===== src/sv/php_pkg.sv =====
// shared types and protocol codes for the packet header parser
package php_pkg;

    localparam int PHP_MAX_VLAN_TAGS = 15;

    localparam logic [15:0] CODE_IPV4      = 16'h0800;
    localparam logic [15:0] CODE_IPIP      = 16'h0004;
    localparam logic [15:0] CODE_ARP       = 16'h0806;
    localparam logic [15:0] CODE_VLAN      = 16'h8100;
    localparam logic [15:0] CODE_MPLS_UC   = 16'h8847;
    localparam logic [15:0] CODE_MPLS_MC   = 16'h8848;
    localparam logic [15:0] CODE_GRE       = 16'd47;
    localparam logic [15:0] CODE_ICMP      = 16'd1;
    localparam logic [15:0] CODE_TCP       = 16'd6;
    localparam logic [15:0] CODE_UDP       = 16'd17;

    typedef struct packed {
        logic [7:0]  data_byte;
        logic [15:0] frame_length;
        logic        last_byte;
    } php_in_t;

    typedef struct packed {
        logic [15:0] ip_offset;
        logic [15:0] payload_offset;
        logic [15:0] payload_length;
        logic        payload_found;
        logic        ip_truncated;
        logic [3:0]  vlan_count;
        logic        header_overrun;
    } php_out_t;

endpackage


===== src/sv/php_in_stage.sv =====
// input register for frame bytes
module php_in_stage (
    input  logic             aclk,
    input  logic             aresetn,
    input  logic             s_valid,
    output logic             s_ready,
    input  php_pkg::php_in_t s_item,
    input  logic             take,
    output logic             item_valid,
    output php_pkg::php_in_t item
);

    logic             valid_reg;
    logic             valid_next;
    php_pkg::php_in_t item_reg;

    assign s_ready    = !valid_reg || take;
    assign valid_next = s_ready ? s_valid : valid_reg;
    assign item_valid = valid_reg;
    assign item       = item_reg;

    always_ff @(posedge aclk) begin
        if (!aresetn) begin
            valid_reg <= 1'b0;
        end else begin
            valid_reg <= valid_next;
        end
    end

    always_ff @(posedge aclk) begin
        if (s_valid && s_ready) begin
            item_reg <= s_item;
        end
    end

endmodule


===== src/sv/php_walker.sv =====
// header walk state and per-byte update
module php_walker #(
    parameter int MAX_VLAN_TAGS = php_pkg::PHP_MAX_VLAN_TAGS
) (
    input  logic              aclk,
    input  logic              aresetn,
    input  logic              take,
    input  php_pkg::php_in_t  item,
    output php_pkg::php_out_t result
);

    localparam logic [3:0] TagCap = (MAX_VLAN_TAGS < 15) ? 4'(MAX_VLAN_TAGS) : 4'd15;

    localparam logic [3:0] KIND_ETH     = 4'd0;
    localparam logic [3:0] KIND_VLAN    = 4'd1;
    localparam logic [3:0] KIND_MPLS    = 4'd2;
    localparam logic [3:0] KIND_IP      = 4'd3;
    localparam logic [3:0] KIND_GRE     = 4'd4;
    localparam logic [3:0] KIND_ARP     = 4'd5;
    localparam logic [3:0] KIND_ICMP    = 4'd6;
    localparam logic [3:0] KIND_TCP     = 4'd7;
    localparam logic [3:0] KIND_UDP     = 4'd8;
    localparam logic [3:0] KIND_PAYLOAD = 4'd9;
    localparam logic [3:0] KIND_STOP    = 4'd10;

    logic [15:0] pos_reg, pos_next;
    logic [3:0]  kind_reg, kind_next;
    logic [15:0] hstart_reg, hstart_next;
    logic [7:0]  left_reg, left_next;
    logic [15:0] code_reg, code_next;
    logic [15:0] iptot_reg, iptot_next;
    logic [15:0] ipoff_reg, ipoff_next;
    logic [15:0] payoff_reg, payoff_next;
    logic [3:0]  tags_reg, tags_next;
    logic        trunc_reg, trunc_next;
    logic        over_reg, over_next;

    logic [15:0] fl;
    logic [7:0]  d;
    logic        active;
    logic [15:0] off;
    logic [15:0] rem;
    logic [7:0]  left;
    logic        early_end;
    logic [15:0] es;
    logic [15:0] er;
    logic [16:0] es_plus8;
    logic [1:0]  gre_n;
    logic [4:0]  gre_hl;
    logic [15:0] ip_tot;
    logic [17:0] ip_hl;
    logic [5:0]  tcp_hl;
    logic [16:0] tcp_end;
    logic [15:0] enter_code;
    logic        found;

    assign fl       = item.frame_length;
    assign d        = item.data_byte;
    assign active   = (pos_reg < fl) && (kind_reg != KIND_PAYLOAD) && (kind_reg != KIND_STOP);
    assign off      = pos_reg - hstart_reg;
    assign rem      = fl - hstart_reg;
    assign es       = pos_reg + 16'd1;
    assign er       = fl - es;
    assign es_plus8 = {1'b0, es} + 17'd8;
    assign gre_n    = {1'b0, d[7]} + {1'b0, d[5]} + {1'b0, d[4]};
    assign gre_hl   = 5'd4 + {1'b0, gre_n, 2'b00};
    assign ip_tot   = iptot_reg | {8'h00, d};
    assign ip_hl    = {code_reg, 2'b00};
    assign tcp_hl   = {d[7:4], 2'b00};
    assign tcp_end  = {1'b0, hstart_reg} + {11'b0, tcp_hl};

    always_comb begin
        pos_next    = (pos_reg != 16'hFFFF) ? pos_reg + 16'd1 : pos_reg;
        kind_next   = kind_reg;
        hstart_next = hstart_reg;
        left_next   = left_reg;
        code_next   = code_reg;
        iptot_next  = iptot_reg;
        ipoff_next  = ipoff_reg;
        payoff_next = payoff_reg;
        tags_next   = tags_reg;
        trunc_next  = trunc_reg;
        over_next   = over_reg;
        left        = left_reg - 8'd1;
        early_end   = 1'b0;
        enter_code  = code_reg;

        if (active) begin
            case (kind_reg)
                KIND_ETH: begin
                    if (off == 16'd0 && fl <= 16'd14) begin
                        kind_next = KIND_STOP;
                        over_next = over_reg || (fl < 16'd14);
                        early_end = 1'b1;
                    end else begin
                        if (off == 16'd12) code_next = {d, 8'h00};
                        if (off == 16'd13) code_next = code_reg | {8'h00, d};
                    end
                end
                KIND_VLAN: begin
                    if (off == 16'd2) code_next = {d, 8'h00};
                    if (off == 16'd3) code_next = code_reg | {8'h00, d};
                end
                KIND_GRE: begin
                    if (off == 16'd0 && {11'b0, gre_hl} > rem) begin
                        kind_next = KIND_STOP;
                        over_next = 1'b1;
                        early_end = 1'b1;
                    end else begin
                        if (off == 16'd0) left = {3'b000, gre_hl} - 8'd1;
                        if (off == 16'd2) code_next = {d, 8'h00};
                        if (off == 16'd3) code_next = code_reg | {8'h00, d};
                    end
                end
                KIND_IP: begin
                    if (off == 16'd0) code_next = {12'h000, d[3:0]};
                    if (off == 16'd2) iptot_next = {d, 8'h00};
                    if (off == 16'd3) begin
                        iptot_next = ip_tot;
                        if (rem < ip_tot) begin
                            trunc_next = 1'b1;
                            kind_next  = KIND_STOP;
                            early_end  = 1'b1;
                        end else if (ip_hl < 18'd20) begin
                            kind_next = KIND_STOP;
                            early_end = 1'b1;
                        end else if (ip_hl > {2'b00, rem}) begin
                            kind_next = KIND_STOP;
                            over_next = 1'b1;
                            early_end = 1'b1;
                        end else begin
                            left = ip_hl[7:0] - 8'd4;
                        end
                    end
                    if (off == 16'd9) code_next = {8'h00, d};
                end
                KIND_TCP: begin
                    if (off == 16'd12) begin
                        if (tcp_hl < 6'd20) begin
                            kind_next = KIND_STOP;
                            early_end = 1'b1;
                        end else if ({10'b0, tcp_hl} > rem) begin
                            payoff_next = tcp_end[16] ? 16'hFFFF : tcp_end[15:0];
                            kind_next   = KIND_PAYLOAD;
                            over_next   = 1'b1;
                            early_end   = 1'b1;
                        end else begin
                            left = {2'b00, tcp_hl} - 8'd13;
                        end
                    end
                end
                default: begin
                end
            endcase

            if (!early_end) begin
                left_next = left;
                if (left == 8'd0) begin
                    if (kind_reg == KIND_ARP || kind_reg == KIND_ICMP ||
                        kind_reg == KIND_UDP || kind_reg == KIND_TCP) begin
                        payoff_next = es;
                        kind_next   = KIND_PAYLOAD;
                    end else begin
                        enter_code  = (kind_reg == KIND_MPLS) ? php_pkg::CODE_IPV4 : code_next;
                        hstart_next = es;
                        case (enter_code)
                            php_pkg::CODE_IPV4, php_pkg::CODE_IPIP: begin
                                ipoff_next = es;
                                left_next  = 8'd4;
                                if (er < 16'd4) begin
                                    kind_next = KIND_STOP;
                                    over_next = 1'b1;
                                end else begin
                                    kind_next = KIND_IP;
                                end
                            end
                            php_pkg::CODE_ARP: begin
                                if (er <= 16'd28) begin
                                    kind_next = KIND_STOP;
                                    over_next = over_reg || (er < 16'd28);
                                end else begin
                                    kind_next = KIND_ARP;
                                    left_next = 8'd28;
                                end
                            end
                            php_pkg::CODE_VLAN: begin
                                if (er <= 16'd4) begin
                                    kind_next = KIND_STOP;
                                    over_next = over_reg || (er < 16'd4);
                                end else begin
                                    kind_next = KIND_VLAN;
                                    left_next = 8'd4;
                                    if (tags_reg < TagCap) tags_next = tags_reg + 4'd1;
                                end
                            end
                            php_pkg::CODE_MPLS_UC, php_pkg::CODE_MPLS_MC: begin
                                if (er < 16'd4) begin
                                    kind_next = KIND_STOP;
                                    over_next = 1'b1;
                                end else begin
                                    kind_next = KIND_MPLS;
                                    left_next = 8'd4;
                                end
                            end
                            php_pkg::CODE_GRE: begin
                                if (er <= 16'd4) begin
                                    kind_next = KIND_STOP;
                                    over_next = over_reg || (er < 16'd4);
                                end else begin
                                    kind_next = KIND_GRE;
                                    left_next = 8'd4;
                                end
                            end
                            php_pkg::CODE_ICMP, php_pkg::CODE_UDP: begin
                                if (er < 16'd8) begin
                                    payoff_next = es_plus8[16] ? 16'hFFFF : es_plus8[15:0];
                                    kind_next   = KIND_PAYLOAD;
                                    over_next   = 1'b1;
                                end else begin
                                    kind_next = (enter_code == php_pkg::CODE_ICMP) ?
                                                KIND_ICMP : KIND_UDP;
                                    left_next = 8'd8;
                                end
                            end
                            php_pkg::CODE_TCP: begin
                                if (er < 16'd13) begin
                                    kind_next = KIND_STOP;
                                    over_next = 1'b1;
                                end else begin
                                    kind_next = KIND_TCP;
                                    left_next = 8'd13;
                                end
                            end
                            default: begin
                                payoff_next = es;
                                kind_next   = KIND_PAYLOAD;
                            end
                        endcase
                    end
                end
            end
        end
    end

    // result as seen after this byte
    assign found = (kind_next == KIND_PAYLOAD);

    always_comb begin
        result.ip_offset      = ipoff_next;
        result.payload_offset = found ? payoff_next : 16'd0;
        result.payload_length = (found && fl > payoff_next) ? fl - payoff_next : 16'd0;
        result.payload_found  = found;
        result.ip_truncated   = trunc_next;
        result.vlan_count     = tags_next;
        result.header_overrun = over_next ||
                                (kind_next != KIND_PAYLOAD && kind_next != KIND_STOP);
    end

    always_ff @(posedge aclk) begin
        if (!aresetn || (take && item.last_byte)) begin
            pos_reg    <= 16'd0;
            kind_reg   <= KIND_ETH;
            hstart_reg <= 16'd0;
            left_reg   <= 8'd14;
            code_reg   <= 16'd0;
            iptot_reg  <= 16'd0;
            ipoff_reg  <= 16'd0;
            payoff_reg <= 16'd0;
            tags_reg   <= 4'd0;
            trunc_reg  <= 1'b0;
            over_reg   <= 1'b0;
        end else if (take) begin
            pos_reg    <= pos_next;
            kind_reg   <= kind_next;
            hstart_reg <= hstart_next;
            left_reg   <= left_next;
            code_reg   <= code_next;
            iptot_reg  <= iptot_next;
            ipoff_reg  <= ipoff_next;
            payoff_reg <= payoff_next;
            tags_reg   <= tags_next;
            trunc_reg  <= trunc_next;
            over_reg   <= over_next;
        end
    end

endmodule


===== src/sv/packet_header_parser.sv =====
// Streaming Ethernet header parser: takes one frame byte per clock unless stalled, and
// walks Ethernet, 802.1Q, MPLS, IPv4, GRE, ARP, ICMP, TCP and UDP headers. Each byte
// passes an input register and is folded into the walk state by the walker; the
// result for a frame is written to the output register when its last byte leaves the
// input register, and may wait there while the next frame streams in.
// The input side stalls only when a last byte meets a result not yet taken.
module packet_header_parser #(
    parameter int MAX_VLAN_TAGS = php_pkg::PHP_MAX_VLAN_TAGS
) (
    input  logic              aclk,
    input  logic              aresetn,
    input  logic              s_valid,
    output logic              s_ready,
    input  php_pkg::php_in_t  s_item,
    output logic              m_valid,
    input  logic              m_ready,
    output php_pkg::php_out_t m_item
);

    logic              item_valid;
    php_pkg::php_in_t  item;
    logic              take;
    php_pkg::php_out_t result;
    logic              m_valid_reg, m_valid_next;
    php_pkg::php_out_t m_item_reg;

    // a last byte needs room in the output register
    assign take = item_valid && (!item.last_byte || !m_valid_reg || m_ready);

    php_in_stage u_in_stage (
        .aclk       (aclk),
        .aresetn    (aresetn),
        .s_valid    (s_valid),
        .s_ready    (s_ready),
        .s_item     (s_item),
        .take       (take),
        .item_valid (item_valid),
        .item       (item)
    );

    php_walker #(
        .MAX_VLAN_TAGS (MAX_VLAN_TAGS)
    ) u_walker (
        .aclk    (aclk),
        .aresetn (aresetn),
        .take    (take),
        .item    (item),
        .result  (result)
    );

    assign m_valid_next = (take && item.last_byte) || (m_valid_reg && !m_ready);

    always_ff @(posedge aclk) begin
        if (!aresetn) begin
            m_valid_reg <= 1'b0;
        end else begin
            m_valid_reg <= m_valid_next;
        end
    end

    always_ff @(posedge aclk) begin
        if (take && item.last_byte) begin
            m_item_reg <= result;
        end
    end

    assign m_valid = m_valid_reg;
    assign m_item  = m_item_reg;

endmodule


===== config.mk =====
export PLATFORM = sky130hd
export DESIGN_NAME = packet_header_parser
export DESIGN_NICKNAME = d
export VERILOG_FILES = /design/src/sv/php_pkg.sv /design/src/sv/php_in_stage.sv /design/src/sv/php_walker.sv /design/src/sv/packet_header_parser.sv
export SDC_FILE = /design/constraint.sdc
export NUM_CORES = 1
export LEC_CHECK = 0
export BUFFER_PORTS_ARGS = -buffer_cell sky130_fd_sc_hd__buf_2
export CELL_PAD_IN_SITES_DETAIL_PLACEMENT = 0
export CELL_PAD_IN_SITES_GLOBAL_PLACEMENT = 1
export CORE_ASPECT_RATIO = 0.9
export CORE_MARGIN = 1
export CORE_UTILIZATION = 46
export CTS_CLUSTER_DIAMETER = 50
export DETAILED_ROUTE_END_ITERATION = 7
export GPL_TIMING_DRIVEN = 0
export PLACE_DENSITY_LB_ADDON = 0.1
export SETUP_SLACK_MARGIN = 0.02
export SLEW_MARGIN = 20
export SYNTH_ARGS = -nofsm -noshare
export SYNTH_HDL_FRONTEND = slang
export SYNTH_SLANG_ARGS = --single-unit

===== constraint.sdc =====
create_clock -name aclk -period 19.26 [get_ports aclk]
set_clock_uncertainty 0.15 [all_clocks]
set_input_delay 3.852 -clock aclk [delete_from_list [all_inputs] [get_ports aclk]]
set_output_delay 3.852 -clock aclk [all_outputs]
set_load 0.1 [all_outputs]

==> metrics, run 1 <==
clk buf depth 2; starting density of the core 0.467; max_slew headroom 0.232; H-tree Lvls 4; Slowest Stage Delay on Critical Path between 500 and 600 ps; final instance area 18100 um^2; Wirelength per Cell roughly 24 um; RSZ-0062 raised after global routing no; post-synth top area share 0.147; Clock Pin Slew Worst Setup and Hold Paths ~80 ps; commonest non-fill, non-tap cell in the layout nor2_1; largest cells by area after synthesis edfxtp_1 15%, dfxtp_1 14%, ha_1 9.9%; vias in the first global route ~15k; Hold Buf Count CTS 0; Post-Syn Area approximately 16000 um^2; gr busiest metal met2; Min Clock Period, post-route 12320 ps; most frequent cells in the layout 217 x nor2_1, 166 x nand2_1, 163 x a21oi_1; YS warnings 0; flip-flop count of the largest register after layout 55; clk sinks ~200; global-route wire length before repair around 96000 um; fin nets between 2k and 2.5k; die height about 180 um; startpoint class of the critical path register; CTS tree built; most used cell, CP o21ai_0; Finish-stage setup viols 0; prevailing post-synth register cell dfxtp_1; Tot GR Track Use 0.352; Die W between 200 and 250 um; setup_tns 0 ps; Top-Level Pins 86; post-synth top area cell edfxtp_1; fmax 81.2 MHz; met3 Track Usage GR 0.0871; sequential share of the synthesized area 0.289; VDD IR max approximately 0.054 mV; clock latency on the worst-skew pair ~480 ps; dpl cell area around 17000 um^2; antenna violations before repair 5; final WL 64100 um; Critical Path End Type register; crit path DAT roughly 12000 ps; Core Footprint 35100 um^2; max-slew violations 0; max_cap viols 0; Buffers & Inverters on Critical Path 4; FF+latch count, synth approximately 200; area growth from synthesis to layout 10.3%; Site Rows 65; Synth cell types 105; DP HPWL slightly above 50000 um; pin count of the biggest net entering global routing between 50 and 60; CTS Buf Count 17; die area 36300 um^2; Tightest Pin Transition 1140 ps; drt drc 0; status finished, final reports clean; syn_nets 2193; Final Cycle Share 0.640; Power Density 57.9 nW/um^2; GP Congestion ~1; antenna violation net count after detailed routing 0; layout cells sized above 1 0.0992; DRT iter0 DRCs roughly 1.6k; Post-synth ARST share 0; critical path class register to register; syn avg cell area about 8 um^2; root buffer cell clkbuf_16; Worst path top cell family by delay compound AO/OA/AOI/OAI gates; met2 Usage GRT 0.516; CP max FO 10; # port buffers 85; CP max-delay cell or4_1; leakage power about 7.2 nW; Worst Hold Class register to register; Fin. Hold Viols 0; cts repair resizes 0; overall via count from detail_route ~17k; Worst EP required approximately 19000 ps; GR Layer Usage met1 0.511; Post-CTS Setup Bufs 0; grt ovf 0; DRT Pass-1 Iters 6; Via density between 6 and 7; count of flip-flops with a built-in enable after synthesis 80; Syn Inst Count 2028
-- metrics by stage --
stage | hold WS (ps) | util | cells | worst slack (ps) | total power [mW]
2_1_floorplan | 281 | - | 2028 | 9580 | 0.601
3_3_place_gp | 287 | 0.496 | 2582 | 7010 | 0.666
3_5_place_dp | 294 | 0.498 | 2584 | 7300 | 0.670
4_1_cts | 305 | 0.515 | 2616 | 7190 | 1.04
5_1_grt | 327 | 0.515 | 2617 | 6130 | 1.08
6_report | 302 | 0.515 | 2617 | 6940 | 1.05
-- final cells by class --
class | count | area, um^2
buffer | 96 | 410
clock buffer | 18 | 429
sequential | 196 | 4720
tap | 469 | 587
antenna | 1 | 2.50
timing repair buffer | 87 | 458
fill | 3425 | 17000
inverter | 117 | 439
multi-input combinational | 1619 | 10800
clock inverter | 14 | 169
-- final timing paths --
kind	start	end	slack, ps	depth (start not counted)
setup / recovery	u_in_stage.item[1]	m_item[22]	6940	44
hold / removal	u_walker.ipoff_reg[4]	u_walker.ipoff_reg[4]	300	2
setup reg to reg	u_in_stage.item[1]	m_item[22]	6940	44
hold reg to reg	u_walker.ipoff_reg[4]	u_walker.ipoff_reg[4]	300	2
-- synthesized netlist by cell type (9+ instances only) --
cell	instances
a21o_1	36
dfxtp_1	116
nor2_1	218
nor4_1	24
mux2i_1	33
edfxtp_1	80
or2_1	9
ha_1	130
nand2b_1	33
o211a_1	10
nor3_1	72
and2_1	22
or3_1	17
inv_1	115
o31ai_1	16
nand3_1	61
a31oi_1	18
xnor2_1	40
nor2b_1	23
o211ai_1	27
o21ai_0	105
a211oi_1	37
xor2_1	32
o21a_1	33
nand4_1	26
clkbuf_1	74
nand2_1	166
o22ai_1	10
and3_1	22
buf_2	15
a21oi_1	163
a22oi_1	17
o21bai_1	10
o21ai_1	16
-- worst register-to-register path, delay by kind of cell, from the launching register on --
kind / cells / cell delay [ps]
AOI/OAI and AO/OA: 23 / 5550
xor gates and xnor gates: 1 / 180
adders and majority gates: 4 / 1190
buffers and inverters: 4 / 870
DFF: 1 / 490
muxes: 1 / 280
and+or+nand+nor: 11 / 3340
-- power breakdown --
part	internal (mW)	switching, mW
combinational	0.0647	0.148
clock	0.185	0.193
sequential	0.440	0.0154
-- cell families (layout without fill, tap and decap cells) --
logic type | after synthesis | count (layout) | synth area share
other cells | 0 | 1 | 0
flops | 196 | 196 | 0.289
fa+ha+maj | 136 | 136 | 0.107
compound gates | 598 | 598 | 0.245
simple gates | 771 | 771 | 0.242
mux | 41 | 41 | 0.0257
xor+xnor | 73 | 73 | 0.0399
buf+inv | 213 | 332 | 0.0518
-- routing by layer --
| layer | vias up | part of all wire |
|---|---|---|
| met4 | 6 | 0.024 |
| met1 | 8002 | 0.46 |
| met2 | 763 | 0.41 |
| met5 | - | 0.00064 |
| met3 | 116 | 0.10 |
| li1 | 7692 | - |
Power figures use the tool's default switching activity.
==> run 2, diff against run 1 <==
CORE_UTILIZATION = 43   (was 46)
clock period = 11.25 ns   (was 19.26 ns; I/O delays follow)
==> metrics, run 2 (synthesis results as in run 1) <==
status finished, final reports clean; DRT Pass-1 Iters 6; Via density around 6.3; Clock Pin Slew Worst Setup and Hold Paths 80 ps; global-route wire length before repair between 90000 and 100000 um; Logic pwr share 0.205; Critical Path End Type register; Die W between 200 and 250 um; fmax roughly 94 MHz; Clock power frac 0.364; CTS Buf Count 17; pin count of the biggest net entering global routing 59; overall via count from detail_route between 15k and 20k; startpoint class of the critical path register; Power Density 99.0 nW/um^2; Min Clock Period, post-route between 10000 and 15000 ps; VDD IR max 0.0837 mV; max_slew headroom 0.165; clk buf depth 2; starting density of the core 0.438; pre-CTS setup slack -668 ps; Worst EP required ~11000 ps; r2r worst-path depth 42; Worst Hold Class register to register; CP max-delay cell edfxtp_1; antenna violation net count after detailed routing 0; Switching Share 0.346; layout cells sized above 1 0.112; H-tree Lvls 4; minimum hold slack slightly above 300 ps; reg2reg setup slack between 500 and 600 ps; clock latency on the worst-skew pair between 400 and 500 ps; register share of total power 0.431; die height approximately 190 um; final WL roughly 65000 um; crit path DAT between 10000 and 15000 ps; GP Congestion roughly 0.96; RSZ-0062 raised after global routing no; CP startpoint u_in_stage.item[1]; Tot Pwr between 1.5 and 2 mW; grt ovf 0; antenna violations before repair 0; Wirelength per Cell ~25 um; Core Footprint ~37000 um^2; Final Cycle Share 0.949; flip-flop count of the largest register after layout 55; DRT iter0 DRCs 1645; # port buffers 85; most frequent cells in the layout 217 x nor2_1, 166 x nand2_1, 161 x a21oi_1; area growth from synthesis to layout 11.5%; max_cap viols 0; fin nets about 2.3k; drt drc 0; Tot GR Track Use 0.335; Slowest Stage Delay on Critical Path about 510 ps; Layout Cells excl Fill 2641; worst reg2reg endpoint m_item[22]; die area roughly 39000 um^2; DP HPWL between 50000 and 60000 um; clk sinks around 200; vias in the first global route 15.1k; placed cell count around 2.6k; Setup crit end m_item[22]; CP max FO 10; root buffer cell clkbuf_16; max-slew violations 0; critical path class register to register; Fin. Hold Viols 0; Site Rows 67; Tightest Pin Transition about 1200 ps; Top-Level Pins 86; Psw 0.625 mW; r2r startpoint u_in_stage.item[1]; CTS tree built; Finish-stage setup viols 0; Cell Int Power 1.18 mW; leakage power approximately 7.2 nW; commonest non-fill, non-tap cell in the layout nor2_1; Setup WS post-layout 576 ps
[run 2: cell count changes in the layout (fill, tap and decap cells not counted), moves of 4 or more]
cell	previous run	this run
o21ai_0	105	100
buf_4	4	12
inv_6	1	7
o21ai_1	16	20
[run 2: cell type report]
class,count,area (um^2)
Antenna cell,3,7.51
Multi-Input combinational cell,1619,10900
Clock inverter,14,165
Clock buffer,18,450
Tap cell,483,604
Buffer,96,412
Sequential cell,196,4720
Timing Repair Buffer,95,518
Inverter,117,442
Fill cell,3751,19100
[run 2: worst min-delay path by stage]
stage | to | cells after the start | slack, ps | from
CTS | u_walker.ipoff_reg[14] | 2 | 300 | u_walker.ipoff_reg[14]
floorplan | u_walker.ipoff_reg[10] | 2 | 280 | u_walker.ipoff_reg[10]
global placement | u_walker.ipoff_reg[2] | 2 | 290 | u_walker.ipoff_reg[2]
finish | u_walker.ipoff_reg[14] | 2 | 300 | u_walker.ipoff_reg[14]
global route | u_walker.ipoff_reg[8] | 2 | 320 | u_walker.ipoff_reg[8]
detailed placement | u_walker.ipoff_reg[3] | 2 | 290 | u_walker.ipoff_reg[3]
[run 2: timing repair]
item / in CTS / in global routing
resized for setup: 8 / 21
setup buffers: 2 / 5
pin swaps: 2 / 6
setup endpoints to repair: 16 / 16
hold buffers: 0 / 0
[run 2: per-stage QoR]
step | TNS [ps] | cell area, um^2 | utilization
after floorplan | 0 | 16400 | -
after global routing | 0 | 18200 | 0.488
after detailed placement | -6070 | 17500 | 0.467
after CTS | 0 | 18100 | 0.485
final | 0 | 18300 | 0.488
after global placement | -13570 | 17400 | 0.465
[run 2: power groups by stage]
stage / Clock, mW / Combinational [mW] / Sequential, mW
floorplan: 0 / 0.216 / 0.813
global placement: 0 / 0.347 / 0.795
detailed placement: 0 / 0.353 / 0.795
CTS: 0.668 / 0.357 / 0.778
global route: 0.693 / 0.398 / 0.780
finish: 0.657 / 0.370 / 0.779
[run 2: metal layers]
| layer | GRT usage | vias to the layer above | routed length [um] | share of wire |
|---|---|---|---|---|
| met5 | 0 | - | 0 | 0 |
| met1 | 0.491 | 8028 | 31000 | 0.48 |
| met3 | 0.0818 | 72 | 5680 | 0.087 |
| li1 | - | 7714 | - | - |
| met2 | 0.485 | 695 | 27300 | 0.42 |
| met4 | 0.0869 | 0 | 1210 | 0.019 |
[run 2: worst max-delay path, delay by kind of cell (launching register included)]
kind | cells | cell delay, ps
AOI/OAI and AO/OA | 17 | 3900
and+or+nand+nor | 11 | 2650
buffers and inverters | 8 | 1400
adders and majority gates | 4 | 1280
DFF | 1 | 510
xor gates and xnor gates | 1 | 330
muxes | 1 | 160
